File: src/design/blr_pkg.sv
// Package for the beat repeat looper: field widths, saturation helpers,
// register indexes and the front-to-back queue entry type.
// No dependencies.
package blr_pkg;

  // Fixed field widths
  localparam int unsigned SAMPLE_W   = 24;
  localparam int unsigned POS_W      = 16;
  localparam int unsigned TICK_W     = 4;
  localparam int unsigned LEN_W      = 17;
  localparam int unsigned CNT_W      = 5;
  localparam int unsigned SEL_W      = 4;
  localparam int unsigned SIX_W      = LEN_W - 4;
  localparam int unsigned PROD_W     = SIX_W + CNT_W;
  localparam int unsigned SUM_W      = PROD_W + 1;
  localparam int unsigned CFG_IDX_W  = 4;
  localparam int unsigned CFG_DATA_W = 17;

  // Loop length floor and register reset values
  localparam int unsigned LEN_MIN       = 16;
  localparam int unsigned LEN_RESET     = 65536;
  localparam int unsigned COUNT_RESET   = 1;
  localparam int unsigned SEL_RESET     = 0;

  // Quotient bits of the two modulo steps: position by loop length
  // (position below 2^16, length at least 16), relative position by
  // sixteenth length (quotient below 32, rounded up to an even count)
  localparam int unsigned POS_QUOT_W = POS_W - 4;
  localparam int unsigned REL_QUOT_W = 6;

  // Entries of the front-to-back queue
  localparam int unsigned Q_DEPTH = 2;

  typedef enum logic [CFG_IDX_W-1:0] {
    REG_LOOP_LENGTH = 4'd0,
    REG_REPEAT_COUNT = 4'd1,
    REG_SELECTED = 4'd2,
    REG_ENABLE = 4'd3
  } blr_reg_e;

  typedef logic signed [SAMPLE_W-1:0] sample_t;

  // One classified sample on its way to the back end
  typedef struct packed {
    sample_t            left;
    sample_t            right;
    logic               wr;     // record left into the loop store
    logic               play;   // inside the repeat window
    logic [POS_W-1:0]   rel;    // position reduced by the loop length
    logic [SIX_W-1:0]   six;    // sixteenth length in frames
  } blr_entry_t;

  localparam sample_t SAT_MAX = {1'b0, {(SAMPLE_W-1){1'b1}}};
  localparam sample_t SAT_MIN = {1'b1, {(SAMPLE_W-1){1'b0}}};

  // Add two samples and clamp to the sample range
  function automatic sample_t sat_add(input sample_t a, input sample_t b);
    logic signed [SAMPLE_W:0] s;
    s = {a[SAMPLE_W-1], a} + {b[SAMPLE_W-1], b};
    if (s[SAMPLE_W] != s[SAMPLE_W-1]) begin
      return s[SAMPLE_W] ? SAT_MIN : SAT_MAX;
    end
    return s[SAMPLE_W-1:0];
  endfunction

endpackage

File: src/design/blr_queue.sv
// Short queue of classified samples between front and back end.
// Depends on blr_pkg.
module blr_queue import blr_pkg::*; (
  input  logic       clk_i,
  input  logic       rst_ni,
  input  logic       push_valid_i,
  output logic       push_ready_o,
  input  blr_entry_t push_entry_i,
  output logic       pop_valid_o,
  input  logic       pop_ready_i,
  output blr_entry_t pop_entry_o
);

  localparam int unsigned PW = $clog2(Q_DEPTH);

  blr_entry_t        slot_q [Q_DEPTH];
  logic [PW-1:0]     wr_ptr_q, rd_ptr_q;
  logic [PW:0]       fill_q;
  logic              push, pop;

  assign push_ready_o = (fill_q != (PW + 1)'(Q_DEPTH));
  assign pop_valid_o  = (fill_q != '0);
  assign push         = push_valid_i && push_ready_o;
  assign pop          = pop_valid_o && pop_ready_i;
  assign pop_entry_o  = slot_q[rd_ptr_q];

  // Pointers and fill level
  always_ff @(posedge clk_i or negedge rst_ni) begin
    if (!rst_ni) begin
      wr_ptr_q <= '0;
      rd_ptr_q <= '0;
      fill_q   <= '0;
    end else begin
      if (push) wr_ptr_q <= (wr_ptr_q == PW'(Q_DEPTH - 1)) ? '0 : wr_ptr_q + PW'(1);
      if (pop)  rd_ptr_q <= (rd_ptr_q == PW'(Q_DEPTH - 1)) ? '0 : rd_ptr_q + PW'(1);
      if (push && !pop) begin
        fill_q <= fill_q + (PW + 1)'(1);
      end else if (pop && !push) begin
        fill_q <= fill_q - (PW + 1)'(1);
      end
    end
  end

  // Entry storage
  always_ff @(posedge clk_i) begin
    if (push) slot_q[wr_ptr_q] <= push_entry_i;
  end

endmodule

File: config.mk
export PLATFORM = sky130hd
export DESIGN_NAME = blr_queue
export DESIGN_NICKNAME = d
export VERILOG_FILES = /design/src/design/blr_pkg.sv /design/src/design/blr_queue.sv
export SDC_FILE = /design/constraint.sdc
export NUM_CORES = 1
export LEC_CHECK = 0
export BUFFER_PORTS_ARGS = -buffer_cell sky130_fd_sc_hd__buf_4
export CORE_AREA = 3 3 149 151
export DETAILED_ROUTE_END_ITERATION = 8
export DIE_AREA = 0 0 152 154
export PLACE_DENSITY = 0.49
export SLEW_MARGIN = 20
export SYNTH_ARGS = -nofsm -noshare
export SYNTH_HDL_FRONTEND = slang
export SYNTH_SLANG_ARGS = --single-unit
File: constraint.sdc
create_clock -name clk_i -period 12.16 [get_ports clk_i]
set_input_delay 1.216 -clock clk_i [delete_from_list [all_inputs] [get_ports clk_i]]
set_output_delay 1.216 -clock clk_i [all_outputs]
set_load 0.005 [all_outputs]
* Word level (Yosys, flattened, before mapping) *
Memories as Yosys holds them, arrays and structs flattened.
Index checks and enable logic that the tools add are counted.

storage, ports and cells
  flip-flop bits (word level) = 4
  bits in writable memories = 158
  word-level logic and storage cells = 23
  memories = 1

memories
  name    words  bits a word  rd ports  clocked after memory_dff  write ports  line             RTL
  slot_q  2      79           1         0                         1            blr_queue.sv:16  blr_entry_t slot_q [Q_DEPTH];

operators by class
  add/subtract/negate cells = 4
  equal/unequal tests = 1
  muxes and demuxes = 6
  reductions and logical operators = 8

operator list
  kind                   count
  $logic_and A1 B1 Y1    4
  $mux W1                4
  $mux W2                2
  $reduce_bool A2 Y1     2
  $add A1 B1 Y1 const B  2
  $add A2 B1 Y2 const B  1
  $logic_not A1 Y1       2
  $ne A2 B2 Y1 const B   1
  $sub A2 B1 Y2 const B  1

* Longest topological paths before layout *
  word-level depth = 6
  mapped depth = 7

* Worst setup path before layout *
Ideal clock, no wire load.

  path type = input-to-reg
  start = input port push_valid_i
  end = memory slot_q[0][0] (netlist name), enable pin
  arrival time = 4601 ps
  data required time = 11643 ps
  slack = 7043 ps
  cell stages on the path = 2
  path buffers = 0
  path through = nand2_1 > nor2_1

between the ends
  longest elaborated chain between the ends = 3

ends and longest elaborated chain
  what                           line             RTL
  start, declared                blr_queue.sv:6   input logic push_valid_i,
  $logic_and A1 B1 Y1            blr_queue.sv:23  assign push = push_valid_i && push_ready_o;
  $mux W1                        blr_queue.sv:46  if (push) slot_q[wr_ptr_q] <= push_entry_i;
  $mux W1 (not written as such)  blr_queue.sv:46
  end, declared                  blr_queue.sv:16

No other way between the ends.

==> run_results.csv <==
group,metric,value,unit
route,wl_met3,786,µm
clock_network,cts_sinks,162,
timing,report.final.slew_viol_count,0,
cells_and_area,utilization,0.398,
critical_path,path_max_fanout,41,
route,wl_met1,4.99,mm
yosys,synth.area.top_cells,"edfxtp_1 (75%), mux2_4 (19%), buf_12 (2.5%)",
critical_path,crit_type,"reg2out",
critical_path,path_delay_family,"flip-flops",
critical_path,cp-start-kind,"flip-flop",
floorplanning,die_h,154,µm
yosys,synth-seq-cells,162,
critical_path,slowest_delay,0.96,ns
clock_network,htree_levels,4,
floorplanning,start_util,0.300,
timing,min_period,3.93,ns
clock_network,cts_resized,0,
clock_network,clk_pin_slew,0.06,ns
yosys,synth_top_area_cell,"edfxtp_1",
global_route,grt_pass1_vias,3357,
cells_and_area,final_layout_size_suffix_gt1_frac,0.619,
clock_network,clk-insertion-delay-late,0.42,ns
place,dp.cells,697,
place,place.gp.congestion,0.662,
yosys,synth-seq-area-share,0.769,
critical_path,cp_common_cell,"buf_4",
cells_and_area,fin_cells,729,
floorplanning,fp.coreArea,21000,µm²
global_route,antenna_found_initial,0,
global_route,grt_pass1_wl,18.6,mm
route,drt-pass1-iter-count,4,
timing,setup-violations-final,0,
timing,timing.setup.tns,0,ns
critical_path,crit_buf_inv,2,
clock_network,cts_made_buffers,17,
yosys,synth_warnings,0,
clock_network,clockRootBuffer,"clkbuf_16",
floorplanning,fp.dieW,152,µm
clock_network,postCtsSetupRepairBufs,0,
clock_network,clockBufferDepth,2,
cells_and_area,n_antenna_cell,0,
job,max_cap_viol_count,0,
floorplanning,num_io_pins,164,
power,ir_drop,0.157,mV
floorplanning,rows,53,
critical_path,cp-end-kind,"output port",
yosys,syn_inst,264,
yosys,synth_top_area_frac,0.754,
timing,period_share,0.323,
route,num_vias,2996,
route,totalWireLength,12.0,mm
route,wire_per_inst,16.4,µm
floorplanning,dieArea,23400,µm²
critical_path,crit_required,10.94,ns
clock_network,cts_tree,"built",
global_route,grt_usage,0.104,
place,portBuffers,163,
power,leakagePower,3.30,nW
power,power_density,237,nW/µm²
yosys,synth_cell_types,14,
critical_path,arrival,2.71,ns
route,vias_per_cell,4.11,
route,wl_met2,6.06,mm
route,drc,0,
timing,worst_pin_slew,0.824,ns
clock_network,cts_hold_buf,0,
route,ant_nets,0,
route,dr.max_layer_used,"met4",
route,dr.first_iter.drc_count,92,
power,totalPowerFinal,0.00197,W
critical_path,crit_path_cell_trace,"buf_4 -> mux2_4 -> buf_4",
global_route,grt_max_degree,44,
yosys,avgSynthCellArea,23.8,µm²
yosys,syn_nets,348,
run_status,status,"finished, final reports clean",
hold_path,hold_class,"reg2reg",
critical_path,reg2reg_slack,9.82,ns
timing,fin_skew,0.00819,ns
yosys,synth_area,6300,µm²
cells_and_area,area_delta_synth_final,32.5,%
timing,hold_ws,0.499,ns
timing,grt_setup_unrepaired,"false",
timing,fmax,255,MHz
critical_path,crit_slowest_cell,"dfrtp_4",
cells_and_area,nNetsFinal,525,
timing,slew_headroom,0.451,
global_route,overflow,0,
timing,hold_viol_final,0,
place,post-dp-hpwl,7.86,mm
cells_and_area,nFillCells,1926,
## cell usage in the layout (no fill, tap or decap), types with 2 or more instances in the layout
cell,synthesis,final
bufinv_16,0,2
xnor2_1,3,3
clkinv_4,0,2
buf_4,0,166
inv_6,0,3
clkinv_2,0,4
clkbuf_16,0,17
mux2_4,79,79
xor2_1,2,2
nand2_1,2,2
clkinvlp_4,0,3
edfxtp_1,158,158
dfrtp_1,4,3
## worst register-to-register path, cell delays in order (launching register included)
cell      delay [ns]
dfrtp_1         0.40
nand2b_1        0.19
nand2_1         0.15
nor2_4          0.57
buf_4           0.61
## registers in the layout (all words and copies together), names as in the netlist
signal and count:
rd_ptr_q 1, wr_ptr_q 1, slot_q 158, fill_q 2
## synthesized netlist by cell type
master      n
inv_1       1
nor2_1      2
nand2_1     2
mux2_4     79
xor2_1      2
or2_1       1
nand2b_1    1
xnor2_1     3
buf_12      8
and3_1      1
dfrtp_1     4
buf_6       1
edfxtp_1  158
ha_1        1
## layout make-up
type,count,area (µm²),area share
Tap cell,275,344,0.0412
Clock buffer,17,425,0.0510
Timing Repair Buffer,167,1270,0.153
Sequential cell,162,4850,0.581
Inverter,1,3.75,0.000450
Clock inverter,15,158,0.0189
Multi-Input combinational cell,92,1290,0.154
## power by group
| group | internal (W) | switching (W) | total, W |
|---|---|---|---|
| Clock | 0.000304 | 0.000220 | 0.000524 |
| Combinational | 0.000378 | 0.000236 | 0.000614 |
| Sequential | 0.000765 | 0.0000715 | 0.000836 |
| Total | 0.00145 | 0.000528 | 0.00197 |
## layer usage
layer / vias to the layer above / track usage
met5: - / 0
met4: 0 / 0.0449
met3: 12 / 0.0402
met2: 106 / 0.170
met1: 1486 / 0.122
li1: 1392 / -
## metrics by stage
step                setup slack [ns]  area, µm²
floorplan                       7.04       6300
global placement                8.63       7730
detailed placement              8.63       7760
CTS                             8.14       8340
global route                    8.09       8340
finish                          8.23       8340
## final timing paths
path,to,cells past startpoint,from
worst max-delay path,pop_entry_o[50],3,rd_ptr_q$_DFFE_PN0P_
worst min register to register,fill_q[1]$_DFFE_PN0P_,1,fill_q[1]$_DFFE_PN0P_
max in group asynchronous,rd_ptr_q$_DFFE_PN0P_,1,rst_ni
worst min-delay path,fill_q[1]$_DFFE_PN0P_,1,fill_q[1]$_DFFE_PN0P_
min in group asynchronous,rd_ptr_q$_DFFE_PN0P_,1,rst_ni
worst max register to register,slot_q[0][8]$_DFFE_PP_,4,fill_q[0]$_DFFE_PN0P_
## cells by family after synthesis
kind of cell             after synthesis  synth area share
adder cells (fa/ha/maj)                1           0.00199
multiplexers                          79             0.188
XOR/XNOR                               5           0.00696
buffers and inverters                 10            0.0278
AND/OR/NAND/NOR                        7           0.00537
flip-flops                           162             0.769
(Power assumes the default switching activity.)
