[config.mk]
export PLATFORM = sky130hd
export DESIGN_NAME = blr_front_flat
export DESIGN_NICKNAME = d
export VERILOG_FILES = /design/src/design/blr_pkg.sv /design/src/design/blr_in_if.sv /design/src/design/blr_cfg_if.sv /design/src/design/blr_divmod.sv /design/src/design/blr_front.sv /design/src/flat_wrapper.sv
export SDC_FILE = /design/constraint.sdc
export NUM_CORES = 1
export LEC_CHECK = 0
export ABC_AREA = 1
export BUFFER_PORTS_ARGS = -buffer_cell sky130_fd_sc_hd__buf_2
export CELL_PAD_IN_SITES_DETAIL_PLACEMENT = 1
export CELL_PAD_IN_SITES_GLOBAL_PLACEMENT = 1
export CORE_MARGIN = 2
export CORE_UTILIZATION = 50
export DETAILED_ROUTE_END_ITERATION = 8
export PLACE_DENSITY = 0.89
export SYNTH_ARGS = -nofsm -noshare
export SYNTH_HDL_FRONTEND = slang
export SYNTH_HIERARCHICAL = 1
export SYNTH_SLANG_ARGS = --single-unit
[constraint.sdc]
create_clock -name clk_i -period 15.5 [get_ports clk_i]
set_input_delay 0.775 -clock clk_i [delete_from_list [all_inputs] [get_ports clk_i]]
set_output_delay 0.775 -clock clk_i [all_outputs]
set_load 0.05 [all_outputs]
[src/design/blr_pkg.sv]
// Package for the beat repeat looper: field widths, saturation helpers,
// register indexes and the front-to-back queue entry type.
// No dependencies.
package blr_pkg;

  // Fixed field widths
  localparam int unsigned SAMPLE_W   = 24;
  localparam int unsigned POS_W      = 16;
  localparam int unsigned TICK_W     = 4;
  localparam int unsigned LEN_W      = 17;
  localparam int unsigned CNT_W      = 5;
  localparam int unsigned SEL_W      = 4;
  localparam int unsigned SIX_W      = LEN_W - 4;
  localparam int unsigned PROD_W     = SIX_W + CNT_W;
  localparam int unsigned SUM_W      = PROD_W + 1;
  localparam int unsigned CFG_IDX_W  = 4;
  localparam int unsigned CFG_DATA_W = 17;

  // Loop length floor and register reset values
  localparam int unsigned LEN_MIN       = 16;
  localparam int unsigned LEN_RESET     = 65536;
  localparam int unsigned COUNT_RESET   = 1;
  localparam int unsigned SEL_RESET     = 0;

  // Quotient bits of the two modulo steps: position by loop length
  // (position below 2^16, length at least 16), relative position by
  // sixteenth length (quotient below 32, rounded up to an even count)
  localparam int unsigned POS_QUOT_W = POS_W - 4;
  localparam int unsigned REL_QUOT_W = 6;

  // Entries of the front-to-back queue
  localparam int unsigned Q_DEPTH = 2;

  typedef enum logic [CFG_IDX_W-1:0] {
    REG_LOOP_LENGTH = 4'd0,
    REG_REPEAT_COUNT = 4'd1,
    REG_SELECTED = 4'd2,
    REG_ENABLE = 4'd3
  } blr_reg_e;

  typedef logic signed [SAMPLE_W-1:0] sample_t;

  // One classified sample on its way to the back end
  typedef struct packed {
    sample_t            left;
    sample_t            right;
    logic               wr;     // record left into the loop store
    logic               play;   // inside the repeat window
    logic [POS_W-1:0]   rel;    // position reduced by the loop length
    logic [SIX_W-1:0]   six;    // sixteenth length in frames
  } blr_entry_t;

  localparam sample_t SAT_MAX = {1'b0, {(SAMPLE_W-1){1'b1}}};
  localparam sample_t SAT_MIN = {1'b1, {(SAMPLE_W-1){1'b0}}};

  // Add two samples and clamp to the sample range
  function automatic sample_t sat_add(input sample_t a, input sample_t b);
    logic signed [SAMPLE_W:0] s;
    s = {a[SAMPLE_W-1], a} + {b[SAMPLE_W-1], b};
    if (s[SAMPLE_W] != s[SAMPLE_W-1]) begin
      return s[SAMPLE_W] ? SAT_MIN : SAT_MAX;
    end
    return s[SAMPLE_W-1:0];
  endfunction

endpackage

[src/design/blr_in_if.sv]
// Input sample channel of the beat repeat looper.
// Depends on blr_pkg.
interface blr_in_if import blr_pkg::*; ();
  logic              valid;
  logic              ready;
  sample_t           sample_left;
  sample_t           sample_right;
  logic [POS_W-1:0]  loop_position;
  logic [TICK_W-1:0] sixteenth_tick;

  modport source (output valid, sample_left, sample_right, loop_position,
                  sixteenth_tick, input ready);
  modport sink (input valid, sample_left, sample_right, loop_position,
                sixteenth_tick, output ready);
endinterface

[src/design/blr_cfg_if.sv]
// Register write channel of the beat repeat looper.
// Depends on blr_pkg.
interface blr_cfg_if import blr_pkg::*; ();
  logic                  valid;
  logic                  ready;
  logic [CFG_IDX_W-1:0]  index;
  logic [CFG_DATA_W-1:0] data;

  modport source (output valid, index, data, input ready);
  modport sink (input valid, index, data, output ready);
endinterface

[src/design/blr_divmod.sv]
// Iterative remainder unit, two restoring steps per cycle.
// Requires dividend below divisor shifted left by QW. Depends on nothing.
module blr_divmod #(
  parameter int unsigned DW = 16,
  parameter int unsigned VW = 17,
  parameter int unsigned QW = 12
) (
  input  logic          clk_i,
  input  logic          rst_ni,
  input  logic          start_i,
  input  logic [DW-1:0] dividend_i,
  input  logic [VW-1:0] divisor_i,
  output logic          busy_o,
  output logic [DW-1:0] rem_o
);

  localparam int unsigned CW = (DW > VW) ? DW : VW;
  localparam int unsigned SW = $clog2(QW + 1);

  logic [SW-1:0] cnt_q, cnt_d;
  logic [DW-1:0] rem_q, rem_d;
  logic [VW-1:0] dvs_q;
  logic [DW-1:0] r1;

  // Subtract the divisor shifted by sh when it fits
  function automatic logic [DW-1:0] sub_step(input logic [DW-1:0] r,
                                             input logic [VW-1:0] d,
                                             input logic [SW-1:0] sh);
    logic [CW-1:0] hi;
    logic [CW-1:0] dx;
    logic [DW-1:0] ds;
    hi = CW'(r >> sh);
    dx = CW'(d);
    ds = DW'(d) << sh;
    if (hi >= dx) begin
      return r - ds;
    end
    return r;
  endfunction

  // Two quotient bits per cycle, high bits first
  always_comb begin
    r1    = rem_q;
    rem_d = rem_q;
    cnt_d = cnt_q;
    if (cnt_q >= SW'(1)) begin
      r1 = sub_step(rem_q, dvs_q, cnt_q - SW'(1));
    end
    if (cnt_q >= SW'(2)) begin
      rem_d = sub_step(r1, dvs_q, cnt_q - SW'(2));
      cnt_d = cnt_q - SW'(2);
    end else begin
      rem_d = r1;
      cnt_d = '0;
    end
  end

  // Step counter
  always_ff @(posedge clk_i or negedge rst_ni) begin
    if (!rst_ni) begin
      cnt_q <= '0;
    end else if (start_i) begin
      cnt_q <= SW'(QW);
    end else begin
      cnt_q <= cnt_d;
    end
  end

  // Operands
  always_ff @(posedge clk_i) begin
    if (start_i) begin
      rem_q <= dividend_i;
      dvs_q <= divisor_i;
    end else begin
      rem_q <= rem_d;
    end
  end

  assign busy_o = (cnt_q != '0);
  assign rem_o  = rem_q;

endmodule

[src/design/blr_front.sv]
// Front end: configuration registers, sample intake, recording control and
// repeat window classification. Depends on blr_pkg, blr_divmod, interfaces.
module blr_front import blr_pkg::*; #(
  parameter int unsigned LOOP_DEPTH = 65536
) (
  input  logic        clk_i,
  input  logic        rst_ni,
  blr_in_if.sink      in_i,
  blr_cfg_if.sink     cfg_i,
  output logic        push_valid_o,
  input  logic        push_ready_i,
  output blr_entry_t  entry_o
);

  localparam int unsigned AW     = $clog2(LOOP_DEPTH);
  localparam int unsigned NW     = (AW + 1 > LEN_W) ? AW + 1 : LEN_W;
  localparam int unsigned LenMax = (1 << LEN_W) - 1;
  localparam int unsigned LenCap = (LOOP_DEPTH < LenMax) ? LOOP_DEPTH : LenMax;

  typedef enum logic [6:0] {
    F_IDLE  = 7'b0000001,
    F_MUL   = 7'b0000010,
    F_START = 7'b0000100,
    F_SUM   = 7'b0001000,
    F_END1  = 7'b0010000,
    F_END2  = 7'b0100000,
    F_WAIT  = 7'b1000000
  } front_state_e;

  front_state_e state_q, state_d;

  logic [LEN_W-1:0] loop_length_q;
  logic [CNT_W-1:0] repeat_count_q;
  logic [SEL_W-1:0] selected_q;
  logic             enable_q;

  logic             recording_q, captured_q;
  logic [AW-1:0]    wpos_q;

  sample_t           left_q, right_q;
  logic [POS_W-1:0]  pos_q;
  logic [TICK_W-1:0] tick_q;
  logic [LEN_W-1:0]  len_q;
  logic [PROD_W-1:0] start_raw_q, span_q;
  logic [LEN_W-1:0]  start_q;
  logic [SUM_W-1:0]  end_q;

  logic [SIX_W-1:0]  six;
  logic [CNT_W-1:0]  sel_p1;
  logic [LEN_W-1:0]  len_eff;
  logic [LEN_W-1:0]  end_v;
  logic              div_start, div_busy;
  logic [POS_W-1:0]  rel;
  logic              in_window, rec_now, rec_done, push;
  logic [AW:0]       wpos_next;

  assign cfg_i.ready = 1'b1;

  // Register writes
  always_ff @(posedge clk_i or negedge rst_ni) begin
    if (!rst_ni) begin
      loop_length_q  <= LEN_W'(LEN_RESET);
      repeat_count_q <= CNT_W'(COUNT_RESET);
      selected_q     <= SEL_W'(SEL_RESET);
      enable_q       <= 1'b1;
    end else if (cfg_i.valid) begin
      unique case (cfg_i.index)
        REG_LOOP_LENGTH:  loop_length_q  <= LEN_W'(cfg_i.data);
        REG_REPEAT_COUNT: repeat_count_q <= CNT_W'(cfg_i.data);
        REG_SELECTED:     selected_q     <= SEL_W'(cfg_i.data);
        REG_ENABLE:       enable_q       <= cfg_i.data[0];
        default: ;
      endcase
    end
  end

  // Clamp the loop length to the floor and to the store
  always_comb begin
    if (loop_length_q < LEN_W'(LEN_MIN)) begin
      len_eff = LEN_W'(LEN_MIN);
    end else if (loop_length_q > LEN_W'(LenCap)) begin
      len_eff = LEN_W'(LenCap);
    end else begin
      len_eff = loop_length_q;
    end
  end

  assign six    = len_q[LEN_W-1:4];
  assign sel_p1 = CNT_W'(selected_q) + CNT_W'(1);
  assign end_v  = LEN_W'(end_q);

  // Position modulo loop length
  blr_divmod #(
    .DW(POS_W),
    .VW(LEN_W),
    .QW(POS_QUOT_W)
  ) u_pos_mod (
    .clk_i      (clk_i),
    .rst_ni     (rst_ni),
    .start_i    (div_start),
    .dividend_i (pos_q),
    .divisor_i  (len_q),
    .busy_o     (div_busy),
    .rem_o      (rel)
  );

  assign div_start = (state_q == F_MUL);
  assign in_i.ready = (state_q == F_IDLE);

  // Window membership with strict bounds, wrapping past the loop end
  always_comb begin
    if (end_v < start_q) begin
      in_window = ((rel > POS_W'(0)) && (LEN_W'(rel) < end_v)) ||
                  ((LEN_W'(rel) > start_q) && (LEN_W'(rel) < len_q));
    end else begin
      in_window = (LEN_W'(rel) > start_q) && (LEN_W'(rel) < end_v);
    end
  end

  // Recording decision for the current sample
  assign rec_now   = recording_q || ((tick_q == '0) && !captured_q);
  assign wpos_next = (AW + 1)'(wpos_q) + (AW + 1)'(1);
  assign rec_done  = NW'(wpos_next) >= NW'(len_q);

  assign push         = (state_q == F_WAIT) && !div_busy && push_ready_i;
  assign push_valid_o = (state_q == F_WAIT) && !div_busy;

  always_comb begin
    entry_o.left  = left_q;
    entry_o.right = right_q;
    entry_o.wr    = rec_now;
    entry_o.play  = (captured_q || (rec_now && rec_done)) && enable_q && in_window;
    entry_o.rel   = rel;
    entry_o.six   = six;
  end

  // Sequence one sample through the window arithmetic
  always_comb begin
    state_d = state_q;
    unique case (state_q)
      F_IDLE:  if (in_i.valid) state_d = F_MUL;
      F_MUL:   state_d = F_START;
      F_START: state_d = F_SUM;
      F_SUM:   state_d = F_END1;
      F_END1:  state_d = F_END2;
      F_END2:  state_d = F_WAIT;
      F_WAIT:  if (push) state_d = F_IDLE;
      default: state_d = F_IDLE;
    endcase
  end

  always_ff @(posedge clk_i or negedge rst_ni) begin
    if (!rst_ni) begin
      state_q     <= F_IDLE;
      recording_q <= 1'b0;
      captured_q  <= 1'b0;
      wpos_q      <= '0;
    end else begin
      state_q <= state_d;
      // Advance the recording on hand-off
      if (push && rec_now) begin
        if (rec_done) begin
          captured_q  <= 1'b1;
          recording_q <= 1'b0;
          wpos_q      <= '0;
        end else begin
          recording_q <= 1'b1;
          wpos_q      <= AW'(wpos_next);
        end
      end
    end
  end

  // Sample and window datapath
  always_ff @(posedge clk_i) begin
    unique case (state_q)
      F_IDLE: begin
        if (in_i.valid) begin
          left_q  <= in_i.sample_left;
          right_q <= in_i.sample_right;
          pos_q   <= in_i.loop_position;
          tick_q  <= in_i.sixteenth_tick;
          len_q   <= len_eff;
        end
      end
      F_MUL: begin
        start_raw_q <= PROD_W'(sel_p1) * PROD_W'(six);
        span_q      <= PROD_W'(repeat_count_q) * PROD_W'(six);
      end
      F_START: begin
        if (start_raw_q >= PROD_W'(len_q)) begin
          start_q <= LEN_W'(start_raw_q - PROD_W'(len_q));
        end else begin
          start_q <= LEN_W'(start_raw_q);
        end
      end
      F_SUM:   end_q <= SUM_W'(start_q) + SUM_W'(span_q);
      F_END1, F_END2: begin
        if (end_q >= SUM_W'(len_q)) begin
          end_q <= end_q - SUM_W'(len_q);
        end
      end
      F_WAIT: ;
      default: ;
    endcase
  end

endmodule

[src/flat_wrapper.sv]
// flat-port wrapper written by rule: the top's interface ports become plain ports
module blr_front_flat import blr_pkg::*;
#(
  parameter int unsigned LOOP_DEPTH = 65536
)
  (clk_i, rst_ni, push_valid_o, push_ready_i, entry_o, in_i_valid, in_i_sample_left, in_i_sample_right, in_i_loop_position, in_i_sixteenth_tick, in_i_ready, cfg_i_valid, cfg_i_index, cfg_i_data, cfg_i_ready);
  blr_in_if in_i_i ();
  blr_cfg_if cfg_i_i ();
  input  logic clk_i;
  input  logic rst_ni;
  output logic push_valid_o;
  input  logic push_ready_i;
  output blr_entry_t entry_o;
  input wire logic [$bits(in_i_i.valid)-1:0] in_i_valid;
  input wire logic [$bits(in_i_i.sample_left)-1:0] in_i_sample_left;
  input wire logic [$bits(in_i_i.sample_right)-1:0] in_i_sample_right;
  input wire logic [$bits(in_i_i.loop_position)-1:0] in_i_loop_position;
  input wire logic [$bits(in_i_i.sixteenth_tick)-1:0] in_i_sixteenth_tick;
  output wire logic [$bits(in_i_i.ready)-1:0] in_i_ready;
  input wire logic [$bits(cfg_i_i.valid)-1:0] cfg_i_valid;
  input wire logic [$bits(cfg_i_i.index)-1:0] cfg_i_index;
  input wire logic [$bits(cfg_i_i.data)-1:0] cfg_i_data;
  output wire logic [$bits(cfg_i_i.ready)-1:0] cfg_i_ready;
  assign in_i_i.valid = in_i_valid;
  assign in_i_i.sample_left = in_i_sample_left;
  assign in_i_i.sample_right = in_i_sample_right;
  assign in_i_i.loop_position = in_i_loop_position;
  assign in_i_i.sixteenth_tick = in_i_sixteenth_tick;
  assign in_i_ready = in_i_i.ready;
  assign cfg_i_i.valid = cfg_i_valid;
  assign cfg_i_i.index = cfg_i_index;
  assign cfg_i_i.data = cfg_i_data;
  assign cfg_i_ready = cfg_i_i.ready;
  blr_front #(.LOOP_DEPTH(LOOP_DEPTH)) u_core (.clk_i(clk_i), .rst_ni(rst_ni), .in_i(in_i_i), .cfg_i(cfg_i_i), .push_valid_o(push_valid_o), .push_ready_i(push_ready_i), .entry_o(entry_o));
endmodule
======== Yosys cells after proc, flatten, opt, wreduce, memory -nomap -nowiden ========
Cells that the tools add are included.
word-level totals
  RAM bits ................................ 0
  input port bits ......................... 94
  logic and storage cells ................. 115
  bits in registers ....................... 246
  bits in read-only memories .............. 0
  memories ................................ 0
  latch bits .............................. 0
  output and inout bits ................... 82
cells by class
  bitwise logic cells ..................... 0
  order comparisons ....................... 14
  multiplexer cells ....................... 23
  shift operators ......................... 4
  multiply operators ...................... 2
  $add $sub $neg .......................... 9
  equality and inequality tests ........... 13
  divide/modulo/power cells ............... 0
  reduce and logical (&&, ||, !) cells .... 29
operators by type and width
  cell                   count
  $mux 16                8
  $ge 17x17->1           3
  $pmux 7 s7             1
  $pmux 19 s2            1
  $mul 5x13->18          2
  $lt 16x17->1           2
  $mux 17                2
  $shr 16x4->17          2
  $shl 16x4->16          2
  $sub 16x16->16         2
  $add 17x18->19         1
  $ge 19x17->1           1
  $mux 19                1
  $sub 19x17->19         1
  $ge 18x17->1           1
  $add 16x1->17 const B  1
  $gt 16x17->1           1
  $gt 17x17->1 const B   1
  $lt 17x17->1           1
  $lt 17x5->1 const B    1
  $sub 17x17->17         1
  $gt 16x1->1 const B    1
  $reduce_and 2->1       8
  $mux 7                 2
  other kinds (25)       47

======== Longest topological paths before layout ========
  word-level depth ........................ 14
  depth in mapped cells ................... 44

======== Modules after synthesis ========
The synthesis kept the hierarchy.
modules (own cells, without submodules)
  module      area each (um2)  times used  cells an instance
  blr_front   16868.7          1           2021
  blr_divmod  5395.2           1           903

======== Worst setup path before layout ========
No wires, ideal clock.
  kind .................................... register to register
  start point ............................. register u_core.state_q[6]
  end point ............................... register u_core.u_pos_mod.rem_q[10] (netlist: u_core/u_pos_mod/rem_o[10])
  data arrival time ....................... 6584 ps
  data required time ...................... 15369 ps
  clock period less this slack ............ 6715 ps
  buffers on the path ..................... 2
  slack ................................... 8785 ps
  stages on the path, launching flop included .. 7
  cell sequence ........................... dfrtp_1 -> nor2_1 -> nand2_1 -> nor4_1 -> clkbuf_1 -> clkbuf_1 -> o21ai_0
on the way
  longest elaborated chain between the ends .. 2
ends and longest elaborated chain
  what                      RTL line          RTL
  start: declaration        blr_front.sv:30   front_state_e state_q, state_d;
  start signal: assignment  blr_front.sv:159  state_q <= state_d;
  $eq 7x2->1                blr_front.sv:107  assign div_start = (state_q == F_MUL);
  via u_core.div_start      blr_front.sv:52   logic div_start, div_busy;
  $mux 16                   blr_divmod.sv:71  if (start_i) begin
  end signal: assignment    blr_divmod.sv:72  rem_q <= dividend_i;
  end signal: assignment    blr_divmod.sv:75  rem_q <= rem_d;
  end: declaration          blr_divmod.sv:21  logic [DW-1:0] rem_q, rem_d;
The timed path passes the listed nets, and every way through them passes these cells.
A chain may end at the register's enable or synchronous reset.

======== Final worst setup path ========
  start point ............................. register u_core.u_pos_mod.cnt_q[1]
  end point ............................... register u_core.u_pos_mod.rem_q[13] (netlist: u_core/u_pos_mod/rem_o[13])
on the way
  longest elaborated chain between the ends .. 14
ends and longest elaborated chain
  what                      RTL line          RTL
  start: declaration        blr_divmod.sv:20  logic [SW-1:0] cnt_q, cnt_d;
  start signal: assignment  blr_divmod.sv:63  cnt_q <= SW'(QW);
  start signal: assignment  blr_divmod.sv:65  cnt_q <= cnt_d;
  $sub 4x1->4               blr_divmod.sv:47  r1 = sub_step(rem_q, dvs_q, cnt_q - SW'(1));
  $shr 16x4->17             blr_divmod.sv:32  hi = CW'(r >> sh);
  $ge 17x17->1              blr_divmod.sv:35  if (hi >= dx) begin
  $mux 1                    blr_divmod.sv:35
  $mux 1                    blr_divmod.sv:46  if (cnt_q >= SW'(1)) begin
  $mux 16                   blr_divmod.sv:38  return r;
  $mux 16                   blr_divmod.sv:46
  $shr 16x4->17             blr_divmod.sv:32
  $ge 17x17->1              blr_divmod.sv:35
  $mux 1                    blr_divmod.sv:35
  $mux 1                    blr_divmod.sv:49  if (cnt_q >= SW'(2)) begin
  $mux 16                   blr_divmod.sv:38
  $mux 16 (*)               blr_divmod.sv:49
  $mux 16 (*)               blr_divmod.sv:71
Mark *: on every way between the ends. The rest lies on a longest branch, timed or not. The select of a mux whose other input is x is not followed.

==> run summary <==
The detail-routed via count per cell is 5.91. 0 antenna diodes ended up in the layout. The reported leakage power is 0.0126 uW.

Summed over all instances, the cell type with the most area after synthesis is sky130_fd_sc_hd__edfxtp_1. Setup repair after global routing left no endpoint under its margin. The buffer levels on the longest clock path is 3. The die outline height came out at 215 um. The wire-length estimate of the detail-placed layout is 63900 um. The wire length per cell after detailed routing came out at 23.2 um. The via count of the first global-routing pass is 23129. Measured along the x axis, the die boundary spans 215 um.

Among all stages on the critical path, the largest delay is contributed by sky130_fd_sc_hd__buf_4. VDD sags by at most 0.000130 V. By area the synthesized netlist is led by sky130_fd_sc_hd__edfxtp_1 23%, sky130_fd_sc_hd__ha_1 14%, sky130_fd_sc_hd__nand2_1 13%. After synthesis, the netlist uses 64 different library cells. The final cell utilization of the core came out at 0.557. For the worst setup path, the data arrival time is 7.28 ns. The initial core utilization is 0.505. The clock skew is 0.0428 ns. The worst setup path is captured at a register. After layout, the worst setup slack is 8.67 ns. The clock insertion delay at the later pin of the skew report came out at 0.62 ns. The top cell type's share of synthesized area came out at 0.235. The cell area power density came out at 246 mW/mm2. The dominant cell type by count on the critical path is sky130_fd_sc_hd__nand2_1. The total design power came out at 6060 uW.

The net count of the finished layout is 3475. Summing over every cut layer, the via total after detailed routing is 21749. The clock period minus worst slack came out at 6.83 ns. The area growth from synthesis to layout is 10.4%.

The tree is rooted in a sky130_fd_sc_hd__clkbuf_16. The first global-routing pass estimated 131000 um of wire. The number of primary I/O pins came out at 176. The antenna violation net count after detailed routing came out at 0. The worst setup path is of the reg2reg kind. CTS built an H-tree with a depth of 1. The average instance in the mapped netlist occupies 7.61 um2. The global-route met2 utilization is 0.628.

The number of max-slew violations in the final report is 0. Of all flip-flops after synthesis, the portion carrying an async set or reset was 0.224. The netlist area before placement is 0.0223 mm2. The total detailed-routing wirelength is 85200 um. The required time of the critical path came out at 15.95 ns. Final hold analysis gives a worst-case slack of 0.327 ns.

The largest fanout on the critical path came out at 63. The flow ran to the end, and the final reports show no timing, DRC or antenna violations. The detailed router finished its first iteration with 1795 violations. The die footprint is 0.0462 mm2. The first TritonRoute pass finished after 7 iterations. The final count of hold timing violations came to 0. The count of endpoints failing setup in the final report came out at 0. In the global route stage, met3 resource usage came out at 0.0488. The overall track demand over capacity in global routing is 0.363.

The element type at the critical path start is a register. The clock drives 245 sinks. The total of warnings raised by yosys is 6. The number of buffers added for setup after CTS is 0.

In this run the core area contains 77 standard-cell rows. The number of buffers created by CTS came out at 30. The total of buffers placed on input and output ports is 174. Entering global routing, the biggest net connects 66 pins. In this design, the stage delay of the slowest critical-path cell is 0.51 ns. met2 is the most crowded layer. The most instantiated library cell after synthesis is sky130_fd_sc_hd__nand2_1. The TritonCTS clock tree is yes. The transition time at the pin with the least slew margin came out at 1.29 ns. The portion of the clock cycle consumed by the worst path in the final layout came out at 0.441. The number of DRC violations after detailed routing came out at 0. The relative slew slack is 0.137. Counting every instance in the synthesized netlist gives 2924. The final estimated routing congestion in global placement is 0.967. The maximum clock rate came out at 146 MHz.

Yosys mapped a number of flops with a built-in enable equal to 174. The min-delay analysis places its worst path in the category in2reg. The number of hold buffers added after CTS came out at 0. The worst setup slack before clock tree synthesis is 9.02 ns. The clock-pin slew reported for the worst setup and hold paths after clock tree synthesis is 0.06 ns.

The met1 demand-to-capacity share in global routing is 0.442. The post-cts sizing count came out at 0. The share of cells above drive strength 1 is 0.104. The sequential element share of the synthesized area is 0.311.

The commonest cells after synthesis are 776 x sky130_fd_sc_hd__nand2_1, 413 x sky130_fd_sc_hd__inv_1, 248 x sky130_fd_sc_hd__ha_1. The initial antenna violation count is 1. The max-capacitance violation count is 0.

The standard cell core area is 0.0441 mm2. The total global routing overflow came out at 0. The sum of negative setup slack came out at 0 ns. The primary flip-flop cell chosen by synthesis mapping is sky130_fd_sc_hd__edfxtp_1. The number of storage elements in the synthesis netlist is 245.
-- final timing paths --
path                                                startpoint                                   to  slack (ns)  cells past startpoint
min reg2reg                          u_core/pos_q[8]$_DFFE_PP_    u_core/u_pos_mod/rem_o[8]$_DFF_P_        0.46                      2
max in group asynchronous                               rst_ni  u_core/u_pos_mod/cnt_q[1]$_DFF_PN0_       14.60                      2
max                        u_core/u_pos_mod/cnt_q[1]$_DFF_PN0_   u_core/u_pos_mod/rem_o[13]$_DFF_P_        8.67                     38
max reg2reg                u_core/u_pos_mod/cnt_q[1]$_DFF_PN0_   u_core/u_pos_mod/rem_o[13]$_DFF_P_        8.67                     38
min in group asynchronous                               rst_ni         u_core/wpos_q[0]$_DFFE_PN0P_        0.34                      2
min                                       in_i_sample_left[10]          u_core/left_q[10]$_DFFE_PP_        0.33                      1
-- report_power, final --
part	switching [uW]	leakage [uW]	internal, uW
registers	232	0.00239	943
clock network	309	0.000498	424
logic	2850	0.00972	1300
total	3390	0.0126	2670
-- worst max-delay path, delay by kind of cell, from the launching register on --
kind | cells | cell delay, ns
flip-flops | 1 | 0.34
AO/OA/AOI/OAI | 3 | 0.41
adder cells (fa/ha/maj) | 3 | 0.96
buffers and inverters | 8 | 2.13
AND/OR/NAND/NOR | 24 | 2.76
-- per-stage QoR --
stage	instance area (um2)	std cells
floorplan	22300	2925
global placement	23600	3622
detailed placement	23600	3622
CTS	24600	3678
global route	24600	3678
finish	24600	3678
-- registers in the layout (all words and copies together), names as in the netlist --
name / flops
u_core/left_q: 24
u_core/right_q: 24
u_core/end_q: 19
u_core/span_q: 18
u_core/start_raw_q: 18
u_core/len_q: 17
u_core/loop_length_q: 17
u_core/start_q: 17
u_core/u_pos_mod/dvs_q: 17
u_core/pos_q: 16
u_core/u_pos_mod/rem_o: 16
u_core/wpos_q: 16
u_core/state_q: 7
u_core/repeat_count_q: 5
u_core/selected_q: 4
u_core/tick_q: 4
u_core/u_pos_mod/cnt_q: 3
u_core/captured_q: 1
u_core/enable_q: 1
u_core/recording_q: 1
-- kinds of logic (layout without fill, tap and decap cells) --
| logic type | count (synthesis) | count (layout) | share of synthesized area |
|---|---|---|---|
| compound gates | 418 | 418 | 0.104 |
| buf+inv | 508 | 669 | 0.0917 |
| simple gates | 1356 | 1356 | 0.260 |
| flops | 245 | 245 | 0.311 |
| fa+ha+maj | 319 | 319 | 0.203 |
| other cells | 2 | 3 | 0.000337 |
| xor+xnor | 75 | 75 | 0.0295 |
| mux | 1 | 1 | 0.000450 |
-- area by class of cell --
| class | count | area, um2 |
|---|---|---|
| Tap cell | 592 | 741 |
| Inverter | 426 | 1600 |
| Clock buffer | 47 | 917 |
| Sequential cell | 245 | 6930 |
| Multi-Input combinational cell | 2172 | 13300 |
| Timing Repair Buffer | 187 | 968 |
| Fill cell | 5696 | 19500 |
| Clock inverter | 9 | 103 |
-- layer usage --
layer,part of all wire,wire (um),vias to the layer above
li1,-,-,9829
met2,0.48,41300,869
met4,0.058,4910,2
met1,0.40,34000,10759
met3,0.059,5030,290
met5,0.00011,9,-
-- cell usage in the layout (no fill, tap or decap), drive strengths merged, types with 10 or more instances in the layout --
cell type / netlist / layout
nor4: 10 / 10
buf: 46 / 187
nand4: 37 / 37
clkbuf: 36 / 47
xor2: 46 / 46
dfxtp: 16 / 16
nand2: 792 / 792
xnor2: 29 / 29
nand3b: 14 / 14
nor3: 30 / 30
nor2: 264 / 264
inv: 424 / 425
a21oi: 183 / 183
nand3: 188 / 188
fa: 71 / 71
dfrtp: 51 / 51
edfxtp: 174 / 174
a21o: 22 / 22
ha: 248 / 248
o21ai: 167 / 167
(Power assumes the default switching activity.)
